--- src/sv/tdcc_pkg.sv ---
// Shared types and constants for the tick driven calendar clock.
// No dependencies; every other source file but tdcc_if imports this package.
package tdcc_pkg;

  localparam int TPS_W    = 20;  // tick period register width
  localparam int SYNC_W   = 12;  // sync_interval register width
  localparam int CFG_DW   = 20;  // widest configuration register
  localparam int CFG_IW   = 1;   // configuration index width
  localparam int UPTIME_W = 64;

  localparam logic [CFG_IW-1:0] REG_TICK_PERIOD   = 1'd0;
  localparam logic [CFG_IW-1:0] REG_SYNC_INTERVAL = 1'd1;

  localparam logic [TPS_W-1:0]  TPS_RESET  = 20'd1000;
  localparam logic [SYNC_W-1:0] SYNC_RESET = 12'd3600;

  localparam logic [6:0] SECS_PER_MIN  = 7'd60;
  localparam logic [6:0] MINS_PER_HOUR = 7'd60;
  localparam logic [5:0] HOURS_PER_DAY = 6'd24;
  localparam logic [4:0] MONTHS        = 5'd12;

  localparam logic [4:0] DAYS_31  = 5'd31;
  localparam logic [4:0] DAYS_30  = 5'd30;
  localparam logic [4:0] DAYS_29  = 5'd29;
  localparam logic [4:0] DAYS_28  = 5'd28;

  // multiples of 25 in 14 bits map onto 0..655 under multiply by 25^-1 mod 2^14
  localparam logic [13:0] INV25_MOD14 = 14'd7209;
  localparam logic [13:0] MULT25_MAX  = 14'd655;

  typedef struct packed {
    logic [13:0] year;
    logic [3:0]  month;
    logic [4:0]  day;
    logic [4:0]  hours;
    logic [5:0]  minutes;
    logic [5:0]  seconds;
  } cal_t;

  localparam cal_t CAL_RESET = '{year: 14'd1970, month: 4'd1, day: 5'd1,
                                 hours: 5'd0, minutes: 6'd0, seconds: 6'd0};

  typedef struct packed {
    logic load;
    logic advance;
  } cal_ctl_t;

  typedef struct packed {
    logic command;
    cal_t load;
  } in_item_t;

  typedef struct packed {
    cal_t                cal;
    logic [TPS_W-1:0]    tick_in_second;
    logic [UPTIME_W-1:0] uptime;
    logic                second_pulse;
    logic                sync_request;
  } out_item_t;

  localparam logic CMD_TICK = 1'b0;
  localparam logic CMD_LOAD = 1'b1;

  function automatic logic [4:0] days_of_month(input logic [3:0] m, input logic leap);
    logic [4:0] d;
    case (m) inside
      4'd1, 4'd3, 4'd5, 4'd7, 4'd8, 4'd10, 4'd12: d = DAYS_31;
      4'd4, 4'd6, 4'd9, 4'd11:                   d = DAYS_30;
      4'd2:                                      d = leap ? DAYS_29 : DAYS_28;
      default:                                   d = DAYS_31;
    endcase
    return d;
  endfunction

endpackage

--- src/sv/tdcc_if.sv ---
// Valid/ready channel interfaces for the calendar clock: load/tick items in,
// calendar snapshots out. Depends on nothing.
interface tdcc_in_if;
  logic        valid;
  logic        ready;
  logic        command;
  logic [13:0] load_year;
  logic [3:0]  load_month;
  logic [4:0]  load_day;
  logic [4:0]  load_hours;
  logic [5:0]  load_minutes;
  logic [5:0]  load_seconds;

  modport source (output valid, command, load_year, load_month, load_day, load_hours,
                  load_minutes, load_seconds, input ready);
  modport sink   (input valid, command, load_year, load_month, load_day, load_hours,
                  load_minutes, load_seconds, output ready);
endinterface

interface tdcc_out_if;
  logic        valid;
  logic        ready;
  logic [13:0] year;
  logic [3:0]  month;
  logic [4:0]  day;
  logic [4:0]  hours;
  logic [5:0]  minutes;
  logic [5:0]  seconds;
  logic [19:0] tick_in_second;
  logic [63:0] uptime;
  logic        second_pulse;
  logic        sync_request;

  modport source (output valid, year, month, day, hours, minutes, seconds,
                  tick_in_second, uptime, second_pulse, sync_request, input ready);
  modport sink   (input valid, year, month, day, hours, minutes, seconds,
                  tick_in_second, uptime, second_pulse, sync_request, output ready);
endinterface

--- src/sv/tdcc_calendar.sv ---
// Calendar registers with one-second advance, Gregorian leap February and load.
// Depends on tdcc_pkg.
module tdcc_calendar import tdcc_pkg::*; (
  input  logic     clk,
  input  logic     rst_n,
  input  cal_ctl_t ctl,
  input  cal_t     load_val,
  output cal_t     cal_nxt
);

  cal_t        cal_r;
  logic [27:0] inv_prod;
  logic        mult25;
  logic        leap;
  logic [4:0]  dim;
  logic [6:0]  sec_inc;
  logic [6:0]  min_inc;
  logic [5:0]  hour_inc;
  logic [5:0]  day_inc;
  logic [4:0]  mon_inc;
  cal_t        cal_adv;

  // divisible by 100 = by 4 and by 25; by 400 = by 16 and by 25
  assign inv_prod = cal_r.year * INV25_MOD14;
  assign mult25   = (inv_prod[13:0] <= MULT25_MAX);
  assign leap     = (cal_r.year[1:0] == 2'd0) && (!mult25 || (cal_r.year[3:0] == 4'd0));
  assign dim      = days_of_month(cal_r.month, leap);

  assign sec_inc  = {1'b0, cal_r.seconds} + 7'd1;
  assign min_inc  = {1'b0, cal_r.minutes} + 7'd1;
  assign hour_inc = {1'b0, cal_r.hours} + 6'd1;
  assign day_inc  = {1'b0, cal_r.day} + 6'd1;
  assign mon_inc  = {1'b0, cal_r.month} + 5'd1;

  always_comb begin
    cal_adv = cal_r;
    if (sec_inc < SECS_PER_MIN) begin
      cal_adv.seconds = sec_inc[5:0];
    end else begin
      cal_adv.seconds = '0;
      if (min_inc < MINS_PER_HOUR) begin
        cal_adv.minutes = min_inc[5:0];
      end else begin
        cal_adv.minutes = '0;
        if (hour_inc < HOURS_PER_DAY) begin
          cal_adv.hours = hour_inc[4:0];
        end else begin
          cal_adv.hours = '0;
          if (day_inc <= {1'b0, dim}) begin
            cal_adv.day = day_inc[4:0];
          end else begin
            cal_adv.day = 5'd1;
            if (mon_inc <= MONTHS) begin
              cal_adv.month = mon_inc[3:0];
            end else begin
              cal_adv.month = 4'd1;
              cal_adv.year  = cal_r.year + 14'd1;
            end
          end
        end
      end
    end
  end

  always_comb begin
    if (ctl.load) begin
      cal_nxt = load_val;
    end else if (ctl.advance) begin
      cal_nxt = cal_adv;
    end else begin
      cal_nxt = cal_r;
    end
  end

  always_ff @(posedge clk) begin
    if (!rst_n) begin
      cal_r <= CAL_RESET;
    end else begin
      cal_r <= cal_nxt;
    end
  end

endmodule

--- src/sv/tdcc_core.sv ---
// Per-item step: sub-second, uptime and sync counters driving the calendar.
// Depends on tdcc_pkg and tdcc_calendar.
module tdcc_core import tdcc_pkg::*; #(
  parameter int TICK_BITS = 20
) (
  input  logic              clk,
  input  logic              rst_n,
  input  logic              step_en,
  input  in_item_t          item,
  input  logic [TPS_W-1:0]  tick_period,
  input  logic [SYNC_W-1:0] sync_interval,
  output out_item_t         result
);

  logic [TICK_BITS-1:0] sub_r, sub_nxt, sub_inc;
  logic [UPTIME_W-1:0]  uptime_r, uptime_nxt;
  logic [SYNC_W-1:0]    since_r, since_nxt, since_inc;
  logic                 is_tick;
  logic                 hit;
  logic                 pulse;
  logic                 sync;
  cal_ctl_t             cal_ctl;
  cal_t                 cal_nxt;

  assign is_tick   = (item.command == CMD_TICK);
  assign sub_inc   = sub_r + 1'b1;
  assign hit       = (sub_inc == TICK_BITS'(tick_period));
  assign pulse     = is_tick && hit;
  assign since_inc = since_r + 1'b1;
  assign sync      = pulse && (since_inc >= sync_interval);

  always_comb begin
    if (is_tick) begin
      sub_nxt    = hit ? '0 : sub_inc;
      uptime_nxt = uptime_r + 1'b1;
      if (pulse) begin
        since_nxt = sync ? '0 : since_inc;
      end else begin
        since_nxt = since_r;
      end
    end else begin
      sub_nxt    = sub_r;
      uptime_nxt = uptime_r;
      since_nxt  = '0;
    end
  end

  assign cal_ctl.load    = step_en && !is_tick;
  assign cal_ctl.advance = step_en && pulse;

  tdcc_calendar u_calendar (
    .clk      (clk),
    .rst_n    (rst_n),
    .ctl      (cal_ctl),
    .load_val (item.load),
    .cal_nxt  (cal_nxt)
  );

  always_ff @(posedge clk) begin
    if (!rst_n) begin
      sub_r    <= '0;
      uptime_r <= '0;
      since_r  <= '0;
    end else if (step_en) begin
      sub_r    <= sub_nxt;
      uptime_r <= uptime_nxt;
      since_r  <= since_nxt;
    end
  end

  assign result.cal            = cal_nxt;
  assign result.tick_in_second = TPS_W'(sub_nxt);
  assign result.uptime         = uptime_nxt;
  assign result.second_pulse   = pulse;
  assign result.sync_request   = sync;

endmodule

--- src/sv/tick_driven_calendar_clock_unit.sv ---
// Top level of the tick driven calendar clock: input register, step core,
// result register and configuration registers. Depends on tdcc_pkg, tdcc_if, tdcc_core.
//
//   channel  dir  handshake          carries
//   in_ch    in   valid/ready        command, load_year .. load_seconds
//   out_ch   out  valid/ready        year .. seconds, tick_in_second, uptime, flags
//   cfg_*    in   cfg_we only        cfg_index, cfg_wdata
//
// One item per cycle sustained while out_ch.ready is high; results are registered.
// The step (counter compare cascade, leap test multiply, calendar rollover) sits
// between the input register and the result register.
// A stalled result holds in the result register while one more item waits in the
// input register; in_ch.ready drops only when both are full.
// Synchronous active-low reset: calendar 1970-01-01 00:00:00, counters zero.
module tick_driven_calendar_clock_unit import tdcc_pkg::*; #(
  parameter int TICK_BITS = 20
) (
  input  logic               clk,
  input  logic               rst_n,
  tdcc_in_if.sink            in_ch,
  tdcc_out_if.source         out_ch,
  input  logic               cfg_we,
  input  logic [CFG_IW-1:0]  cfg_index,
  input  logic [CFG_DW-1:0]  cfg_wdata
);

  logic [TPS_W-1:0]  tps_r;
  logic [SYNC_W-1:0] sync_ival_r;
  logic              in_valid_r;
  in_item_t          in_item_r;
  logic              out_valid_r;
  out_item_t         out_item_r;
  out_item_t         step_result;
  logic              adv;

  always_ff @(posedge clk) begin
    if (!rst_n) begin
      tps_r       <= TPS_RESET;
      sync_ival_r <= SYNC_RESET;
    end else if (cfg_we) begin
      unique case (cfg_index)
        REG_TICK_PERIOD:   tps_r       <= cfg_wdata[TPS_W-1:0];
        REG_SYNC_INTERVAL: sync_ival_r <= cfg_wdata[SYNC_W-1:0];
        default: ;
      endcase
    end
  end

  // item moves from the input register to the result register
  assign adv         = in_valid_r && (!out_valid_r || out_ch.ready);
  assign in_ch.ready = !in_valid_r || adv;

  always_ff @(posedge clk) begin
    if (!rst_n) begin
      in_valid_r <= 1'b0;
    end else if (in_ch.valid && in_ch.ready) begin
      in_valid_r <= 1'b1;
    end else if (adv) begin
      in_valid_r <= 1'b0;
    end
  end

  always_ff @(posedge clk) begin
    if (in_ch.valid && in_ch.ready) begin
      in_item_r.command      <= in_ch.command;
      in_item_r.load.year    <= in_ch.load_year;
      in_item_r.load.month   <= in_ch.load_month;
      in_item_r.load.day     <= in_ch.load_day;
      in_item_r.load.hours   <= in_ch.load_hours;
      in_item_r.load.minutes <= in_ch.load_minutes;
      in_item_r.load.seconds <= in_ch.load_seconds;
    end
  end

  tdcc_core #(.TICK_BITS(TICK_BITS)) u_core (
    .clk              (clk),
    .rst_n            (rst_n),
    .step_en          (adv),
    .item             (in_item_r),
    .tick_period      (tps_r),
    .sync_interval    (sync_ival_r),
    .result           (step_result)
  );

  always_ff @(posedge clk) begin
    if (!rst_n) begin
      out_valid_r <= 1'b0;
    end else if (adv) begin
      out_valid_r <= 1'b1;
    end else if (out_ch.ready) begin
      out_valid_r <= 1'b0;
    end
  end

  always_ff @(posedge clk) begin
    if (adv) begin
      out_item_r <= step_result;
    end
  end

  assign out_ch.valid          = out_valid_r;
  assign out_ch.year           = out_item_r.cal.year;
  assign out_ch.month          = out_item_r.cal.month;
  assign out_ch.day            = out_item_r.cal.day;
  assign out_ch.hours          = out_item_r.cal.hours;
  assign out_ch.minutes        = out_item_r.cal.minutes;
  assign out_ch.seconds        = out_item_r.cal.seconds;
  assign out_ch.tick_in_second = out_item_r.tick_in_second;
  assign out_ch.uptime         = out_item_r.uptime;
  assign out_ch.second_pulse   = out_item_r.second_pulse;
  assign out_ch.sync_request   = out_item_r.sync_request;

  a_in_hold: assert property (@(posedge clk) disable iff (!rst_n)
    in_valid_r && !adv |=> in_valid_r && $stable(in_item_r))
    else $error("input register lost a waiting item");

  a_sync_on_second: assert property (@(posedge clk) disable iff (!rst_n)
    out_valid_r && out_item_r.sync_request |-> out_item_r.second_pulse)
    else $error("sync request without a completed second");

  a_pulse_clears_sub: assert property (@(posedge clk) disable iff (!rst_n)
    out_valid_r && out_item_r.second_pulse |-> out_item_r.tick_in_second == '0)
    else $error("second completed but sub-second count not cleared");

  a_load_no_flags: assert property (@(posedge clk) disable iff (!rst_n)
    adv && (in_item_r.command == CMD_LOAD)
      |=> !out_item_r.second_pulse && !out_item_r.sync_request)
    else $error("load item raised a pulse flag");

endmodule

--- src/flat_wrapper.sv ---
// flat-port wrapper written by rule: the top's interface ports become plain ports
module tick_driven_calendar_clock_unit_flat import tdcc_pkg::*;
#(
  parameter int TICK_BITS = 20
)
  (clk, rst_n, cfg_we, cfg_index, cfg_wdata, in_ch_valid, in_ch_command, in_ch_load_year, in_ch_load_month, in_ch_load_day, in_ch_load_hours, in_ch_load_minutes, in_ch_load_seconds, in_ch_ready, out_ch_valid, out_ch_year, out_ch_month, out_ch_day, out_ch_hours, out_ch_minutes, out_ch_seconds, out_ch_tick_in_second, out_ch_uptime, out_ch_second_pulse, out_ch_sync_request, out_ch_ready);
  tdcc_in_if in_ch_i ();
  tdcc_out_if out_ch_i ();
  input  logic clk;
  input  logic rst_n;
  input  logic cfg_we;
  input  logic [CFG_IW-1:0] cfg_index;
  input  logic [CFG_DW-1:0] cfg_wdata;
  input wire logic [$bits(in_ch_i.valid)-1:0] in_ch_valid;
  input wire logic [$bits(in_ch_i.command)-1:0] in_ch_command;
  input wire logic [$bits(in_ch_i.load_year)-1:0] in_ch_load_year;
  input wire logic [$bits(in_ch_i.load_month)-1:0] in_ch_load_month;
  input wire logic [$bits(in_ch_i.load_day)-1:0] in_ch_load_day;
  input wire logic [$bits(in_ch_i.load_hours)-1:0] in_ch_load_hours;
  input wire logic [$bits(in_ch_i.load_minutes)-1:0] in_ch_load_minutes;
  input wire logic [$bits(in_ch_i.load_seconds)-1:0] in_ch_load_seconds;
  output wire logic [$bits(in_ch_i.ready)-1:0] in_ch_ready;
  output wire logic [$bits(out_ch_i.valid)-1:0] out_ch_valid;
  output wire logic [$bits(out_ch_i.year)-1:0] out_ch_year;
  output wire logic [$bits(out_ch_i.month)-1:0] out_ch_month;
  output wire logic [$bits(out_ch_i.day)-1:0] out_ch_day;
  output wire logic [$bits(out_ch_i.hours)-1:0] out_ch_hours;
  output wire logic [$bits(out_ch_i.minutes)-1:0] out_ch_minutes;
  output wire logic [$bits(out_ch_i.seconds)-1:0] out_ch_seconds;
  output wire logic [$bits(out_ch_i.tick_in_second)-1:0] out_ch_tick_in_second;
  output wire logic [$bits(out_ch_i.uptime)-1:0] out_ch_uptime;
  output wire logic [$bits(out_ch_i.second_pulse)-1:0] out_ch_second_pulse;
  output wire logic [$bits(out_ch_i.sync_request)-1:0] out_ch_sync_request;
  input wire logic [$bits(out_ch_i.ready)-1:0] out_ch_ready;
  assign in_ch_i.valid = in_ch_valid;
  assign in_ch_i.command = in_ch_command;
  assign in_ch_i.load_year = in_ch_load_year;
  assign in_ch_i.load_month = in_ch_load_month;
  assign in_ch_i.load_day = in_ch_load_day;
  assign in_ch_i.load_hours = in_ch_load_hours;
  assign in_ch_i.load_minutes = in_ch_load_minutes;
  assign in_ch_i.load_seconds = in_ch_load_seconds;
  assign in_ch_ready = in_ch_i.ready;
  assign out_ch_valid = out_ch_i.valid;
  assign out_ch_year = out_ch_i.year;
  assign out_ch_month = out_ch_i.month;
  assign out_ch_day = out_ch_i.day;
  assign out_ch_hours = out_ch_i.hours;
  assign out_ch_minutes = out_ch_i.minutes;
  assign out_ch_seconds = out_ch_i.seconds;
  assign out_ch_tick_in_second = out_ch_i.tick_in_second;
  assign out_ch_uptime = out_ch_i.uptime;
  assign out_ch_second_pulse = out_ch_i.second_pulse;
  assign out_ch_sync_request = out_ch_i.sync_request;
  assign out_ch_i.ready = out_ch_ready;
  tick_driven_calendar_clock_unit #(.TICK_BITS(TICK_BITS)) u_core (.clk(clk), .rst_n(rst_n), .in_ch(in_ch_i), .out_ch(out_ch_i), .cfg_we(cfg_we), .cfg_index(cfg_index), .cfg_wdata(cfg_wdata));
endmodule
--- config.mk ---
export PLATFORM = sky130hd
export DESIGN_NAME = tick_driven_calendar_clock_unit_flat
export DESIGN_NICKNAME = d
export VERILOG_FILES = /design/src/sv/tdcc_pkg.sv /design/src/sv/tdcc_if.sv /design/src/sv/tdcc_calendar.sv /design/src/sv/tdcc_core.sv /design/src/sv/tick_driven_calendar_clock_unit.sv /design/src/flat_wrapper.sv
export SDC_FILE = /design/constraint.sdc
export NUM_CORES = 1
export LEC_CHECK = 0
export ABC_AREA = 0
export BUFFER_PORTS_ARGS = -buffer_cell sky130_fd_sc_hd__buf_4
export CAP_MARGIN = 40
export CORE_ASPECT_RATIO = 0.7
export CORE_UTILIZATION = 62
export DETAILED_ROUTE_END_ITERATION = 10
export GPL_TIMING_DRIVEN = 0
export HOLD_SLACK_MARGIN = 0.06
export PLACE_DENSITY = 0.88
export SYNTH_ARGS = -nofsm -noshare
export SYNTH_HDL_FRONTEND = slang
export SYNTH_SLANG_ARGS = --single-unit
--- constraint.sdc ---
create_clock -name clk -period 18.6 [get_ports clk]
set_input_delay 2.79 -clock clk [delete_from_list [all_inputs] [get_ports clk]]
set_output_delay 2.79 -clock clk [all_outputs]
set_load 0.01 [all_outputs]
======== Word level (Yosys, flattened, before mapping) ========
Index checks and enable logic that the tools add are counted.
storage, ports and cells
  flip-flop bits (word level) ............. 337
  input bits .............................. 67
  output and inout port bits .............. 128
  word-level logic and storage cells ...... 111
operators by class
  $add $sub $neg .......................... 9
  $mul .................................... 1
  order comparisons ....................... 7
  equal/unequal tests ..................... 13
  muxes and demuxes ....................... 26
  bitwise logic cells ..................... 2
  reduce and logical (&&, ||, !) cells .... 23
operator list
  cell                                                                                count
  40-bit two-way mux                                                                  2
  64-bit by 1-bit adder with 64-bit output, second input constant                     1
  64-bit two-way mux                                                                  1
  20-bit two-way mux                                                                  2
  12-bit two-way mux                                                                  3
  34-bit two-way mux                                                                  1
  28-bit two-way mux                                                                  1
  5-bit two-way mux                                                                   5
  23-bit two-way mux                                                                  1
  20-bit by 1-bit adder with 20-bit output, second input constant                     1
  20-bit == test                                                                      1
  4-bit == test, second input constant                                                5
  18-bit two-way mux                                                                  1
  4-bit by 3-bit == test with 1-bit output, second input constant                     4
  14-bit by 1-bit adder with 14-bit output, second input constant                     1
  6-bit by 1-bit adder with 7-bit output, second input constant                       2
  14-bit by 10-bit less-or-equal comparator with 1-bit output, second input constant  1
  7-bit by 6-bit less-than comparator with 1-bit output, second input constant        2
  14-bit by 13-bit multiplier with 14-bit output, second input constant               1
  14-bit two-way mux                                                                  1
  12-bit by 1-bit adder with 12-bit output, second input constant                     1
  5-bit by 1-bit adder with 6-bit output, second input constant                       2
  12-bit greater-or-equal comparator                                                  1
  6-bit two-way mux                                                                   2
  18 further kinds                                                                    38

======== Depth between registers and ports, before layout ========
  depth in word-level cells ............... 16
  depth in mapped cells ................... 26
  gate-level depth less buffers ........... 25

======== By module ========
From an unflattened synthesis, not the netlist that was laid out.
unflattened totals
  cells, all modules ...................... 1810
  area, all modules ....................... 17758.3 um^2
modules (own cells, without submodules)
  module                           times used  cells an instance  area an instance (um^2)  sequential area each (um^2)
  tdcc_core                        1           950                6996.7                   1921.8
  tick_driven_calendar_clock_unit  1           314                6374.9                   5695.5
  tdcc_calendar                    1           546                4386.7                   800.8

======== Worst setup path after synthesis ========
No wires, ideal clock.
  path type ............................... input-to-reg
  start point ............................. in out_ch_ready
  end point ............................... reg u_core.u_core.uptime_r[46]
  arrival time ............................ 7.833 ns
  required time ........................... 18.472 ns
  path slack .............................. 10.640 ns
  stages on the path ...................... 9
  path buffers ............................ 3
  cells stage by stage .................... nor2b_1 > nand2b_1 > clkbuf_1 > inv_1 > clkbuf_1 > buf_1 > nand2_1 > xnor2_1 > nor2_1
on the way
  longest elaborated chain between the ends .. 2
RTL lines
  what                  line                                   text
  start, declared       flat_wrapper.sv:34                     input wire logic [$bits(out_ch_i.ready)-1:0] out_ch_ready;
  1-bit logical OR      tick_driven_calendar_clock_unit.sv:50  assign adv = in_valid_r && (!out_valid_r || out_ch.ready);
  1-bit logical AND     tick_driven_calendar_clock_unit.sv:50
  named net u_core.adv  tick_driven_calendar_clock_unit.sv:34  logic adv;
  end signal, assigned  tdcc_core.sv:66                        uptime_r <= uptime_nxt;
  end, declared         tdcc_core.sv:16                        logic [UPTIME_W-1:0] uptime_r, uptime_nxt;
The timed path passes the listed nets, and every way through them passes these cells.
A chain may end at the register's enable or synchronous reset.

==> results.tsv <==
metric	value	unit
GR Overflow Total	0	
Final nets	2186	
Seq cells post-synth	337	
post-synthesis adder-cell area fraction	5.924	%
multi-input logic area	8315	um2
min cycle time layout	7.097	ns
num rows	50	
clock skew	0.01812	ns
XOR/XNOR share of the synthesized area	8.363	%
Synth Warn #	0	
drt drc	0	
grt met1 use	47.78	%
f_max	0.1409	GHz
placed cell area	19440	um2
clock root buffer	clkbuf_16	
PD cells	82.63	nW/um2
top cell type's share of synthesized area	28.75	%
layout cells sized above 1	14.93	%
Post-synth EDFFs	167	
fin. max-slew vios	0	
internal power	1.264	mW
status	completed	
Reg2Reg Depth	25	
area delta synth->final	17.51	%
GRT Max-Usage Layer	met2	
H-tree depth	2	
Initial Utilization	64.11	%
gp weighted congestion	0.9734	
syn avg cell area	9.649	um2
sequential share of power	48.8	%
largest family of logic cells by synthesized area	simple AND/OR/NAND/NOR gates	
Reg area	8418	um2
final instance area	20500	um2
Cell Area, Synth	17450	um2
critical path's slowest cell	dfxtp_1	
crit-path max cell delay	0.54	ns
peak supply drop	0.07662	mV
reg-to-reg endpoint	u_core.out_ch.year[4]$_DFFE_PP_	
Post-DRT Antenna Nets	0	
Vias/cell	6.271	
CP max FO	8	
Worst EP arrival	7.34	ns
die area	28820	um2
FF-to-FF Start	u_core.u_core.u_calendar.cal_r[29]$_SDFF_PN0_	
R2R setup slack	11.50	ns
pin count of the biggest net entering global routing	42	
most frequent CP cell	ha_1	
hold path endpoint	u_core.sync_ival_r[8]$_SDFFE_PN0P_	
post-DP HPWL	34990	um
Worst-path clk slew	0.07	ns
Slew HR	40.24	%
Mapped Cells	1808	
Post-synth top cells	nand2_1 (198), dfxtp_1 (170), edfxtp_1 (167)	
final wirelength	48900	um
GR Layer Usage met2	50.90	%
top-count cell post-synth	nand2_1	
CP endpoint kind	flip-flop	
synth top area cells	edfxtp_1 (29%), dfxtp_1 (20%), xnor2_1 (4.7%), ha_1 (4.7%), nand2_1 (4.3%)	
first-pass GRT wire length	76640	um
post-CTS setup buffer count	0	
Num CTS Buffers	34	
core area	27210	um2
Pre-antenna DRT Iters	7	
post-cts resize count	0	
clk buf depth	3	
fraction of registers with async set/reset	0	%
worst hold path cell count	2	
Synth area leader	edfxtp_1	
unrepaired setup endpoints after global routing	false	
DRT iter0 DRCs	1975	
die extent in x	202.5	um
Synth Area in Compound Gates	10.99	%
WL/cell	20.10	um
Port Buffers	194	
Worst-Skew Late Latency	0.52	ns
synth unique cells	89	
DIE HEIGHT	142.3	um
Critical Path Start Type	flip-flop	
Hold Startpoint	u_core.sync_ival_r[8]$_SDFFE_PN0P_	
Sw Ratio	25.37	%
IO Pins	195	
min-delay worst type	reg -> reg	
Hold Vio Cnt, Final	0	
critical setup path kind	reg -> reg	
mux contribution to synthesized area	1.018	%
clk sink count	337	
net switching power	0.4297	mW
Post-Synth Simple-Gate Area	21.37	%
gr usage total	33.74	%
via count	15260	
Clk pwr share	38.9	%
worst slew pin tran	0.8931	ns
setup TNS	0	ns
LEAKAGE	7.865	nW
syn nets	1951	
Req. time, crit path	18.84	ns
antenna diode count	0	
initial antenna violation count	0	
Setup violations, final	0	
ys flop type	dfxtp_1	
number of global-route vias before repair	14440	
met3 usage	7.784	%
combinational power share	12.3	%
fillers	1801	
fin crit share	38.16	%
total power	1.694	mW
Max Cap Viol	0	
CTS Hold Buffers Added	0	
TritonCTS clock tree	done	
register area share after synthesis	48.25	%
worst max-delay path by stage:
stage	from	to	slack (ns)
final	u_core.u_core.u_calendar.cal_r[29]$_SDFF_PN0_	u_core.out_ch.year[4]$_DFFE_PP_	11.50
after global routing	u_core.u_core.u_calendar.cal_r[29]$_SDFF_PN0_	u_core.out_ch.year[4]$_DFFE_PP_	10.99
after CTS	u_core.u_core.u_calendar.cal_r[29]$_SDFF_PN0_	u_core.out_ch.year[4]$_DFFE_PP_	11.54
after detailed placement	u_core.u_core.u_calendar.cal_r[29]$_SDFF_PN0_	u_core.out_ch.year[4]$_DFFE_PP_	11.63
after global placement	out_ch_ready	u_core.out_ch.seconds[4]$_DFFE_PP_	8.23
after floorplan	out_ch_ready	u_core.u_core.uptime_r[46]$_SDFFE_PN0P_	10.64
power by group through the flow:
stage / sequential, mW / combinational (mW) / clock [mW]
CTS: 0.825 / 0.206 / 0.663
global route: 0.828 / 0.229 / 0.690
detailed placement: 0.841 / 0.204 / 0
floorplan: 0.845 / 0.121 / 0
global placement: 0.843 / 0.192 / 0
finish: 0.826 / 0.209 / 0.659
critical path: cells and delay by family (launching register included):
family,cells,cell delay [ns]
compound gates,10,2.14
xor+xnor,1,0.20
fa+ha+maj,7,2.34
buf+inv,2,0.10
flops,1,0.54
mux,1,0.26
simple gates,4,1.23
stage by stage:
step / setup slack, ns / hold WS, ns / cells / utilization [%]
6_report: 11.50 / 0.4586 / 2433 / 75.33
2_1_floorplan: 10.64 / 0.4363 / 1808 / -
5_1_grt: 10.99 / 0.4904 / 2433 / 75.33
3_5_place_dp: 11.63 / 0.4503 / 2371 / 71.45
4_1_cts: 11.54 / 0.4589 / 2433 / 75.33
3_3_place_gp: 8.226 / 0.4451 / 2366 / 71.13
cell families after synthesis:
group                    after synthesis
adder cells (fa/ha/maj)               76
AO/OA/AOI/OAI                        300
buffers and inverters                176
XOR/XNOR                             165
flip-flops                           337
AND/OR/NAND/NOR                      737
multiplexers                          17
state kept, by name (all words and copies together) (netlist names):
register,count
u_core.out_ch.seconds,6
u_core.in_item_r,41
u_core.out_ch.tick_in_second,20
u_core.u_core.sub_r,20
u_core.tps_r,20
u_core.sync_ival_r,12
u_core.out_ch.month,4
u_core.out_ch.year,14
u_core.out_ch.second_pulse,1
u_core.out_ch.day,5
u_core.u_core.uptime_r,64
u_core.u_core.u_calendar.cal_r,40
u_core.out_ch.minutes,6
u_core.out_ch.sync_request,1
u_core.out_ch.valid,1
u_core.in_valid_r,1
u_core.u_core.since_r,12
u_core.out_ch.uptime,64
u_core.out_ch.hours,5
cells in the final DEF, fill, tap and decap left out, drive strengths merged, types with 6 or more instances in the layout:
cell type and n:
dfxtp 170, o22ai 9, edfxtp 167, a31oi 11, xor2 70, xnor2 94, nand2 198, mux2i 11
and2 23, nor4 24, or3 33, or4 14, inv 77, a21o 13, clkbuf 116, nand4 47
and3 34, nand3 105, nor3 33, ha 65, or2 8, nor2b 7, buf 230, nand2b 8
a21oi 98, o31ai 9, o211ai 16, fa 11, a22o 14, clkinv 11, a211oi 14, nor2 166
mux2 6, o21ai 63, nor4b 7, and4 11
area by class of cell:
cell class	instances	area share [%]
buffer	100	2.094
sequential	337	41.06
tap	364	2.222
timing repair buffer	199	7.520
clock buffer	47	4.749
multi-input combinational	1295	40.56
clock inverter	15	0.3967
inverter	76	1.392
metal layers:
layer  share of wire [%]  wire length [um]
met1                  42             20650
met2                  44             21460
met3                  11              5322
met4                 3.0              1460
met5                   0                 0
(Power assumes the default switching activity.)
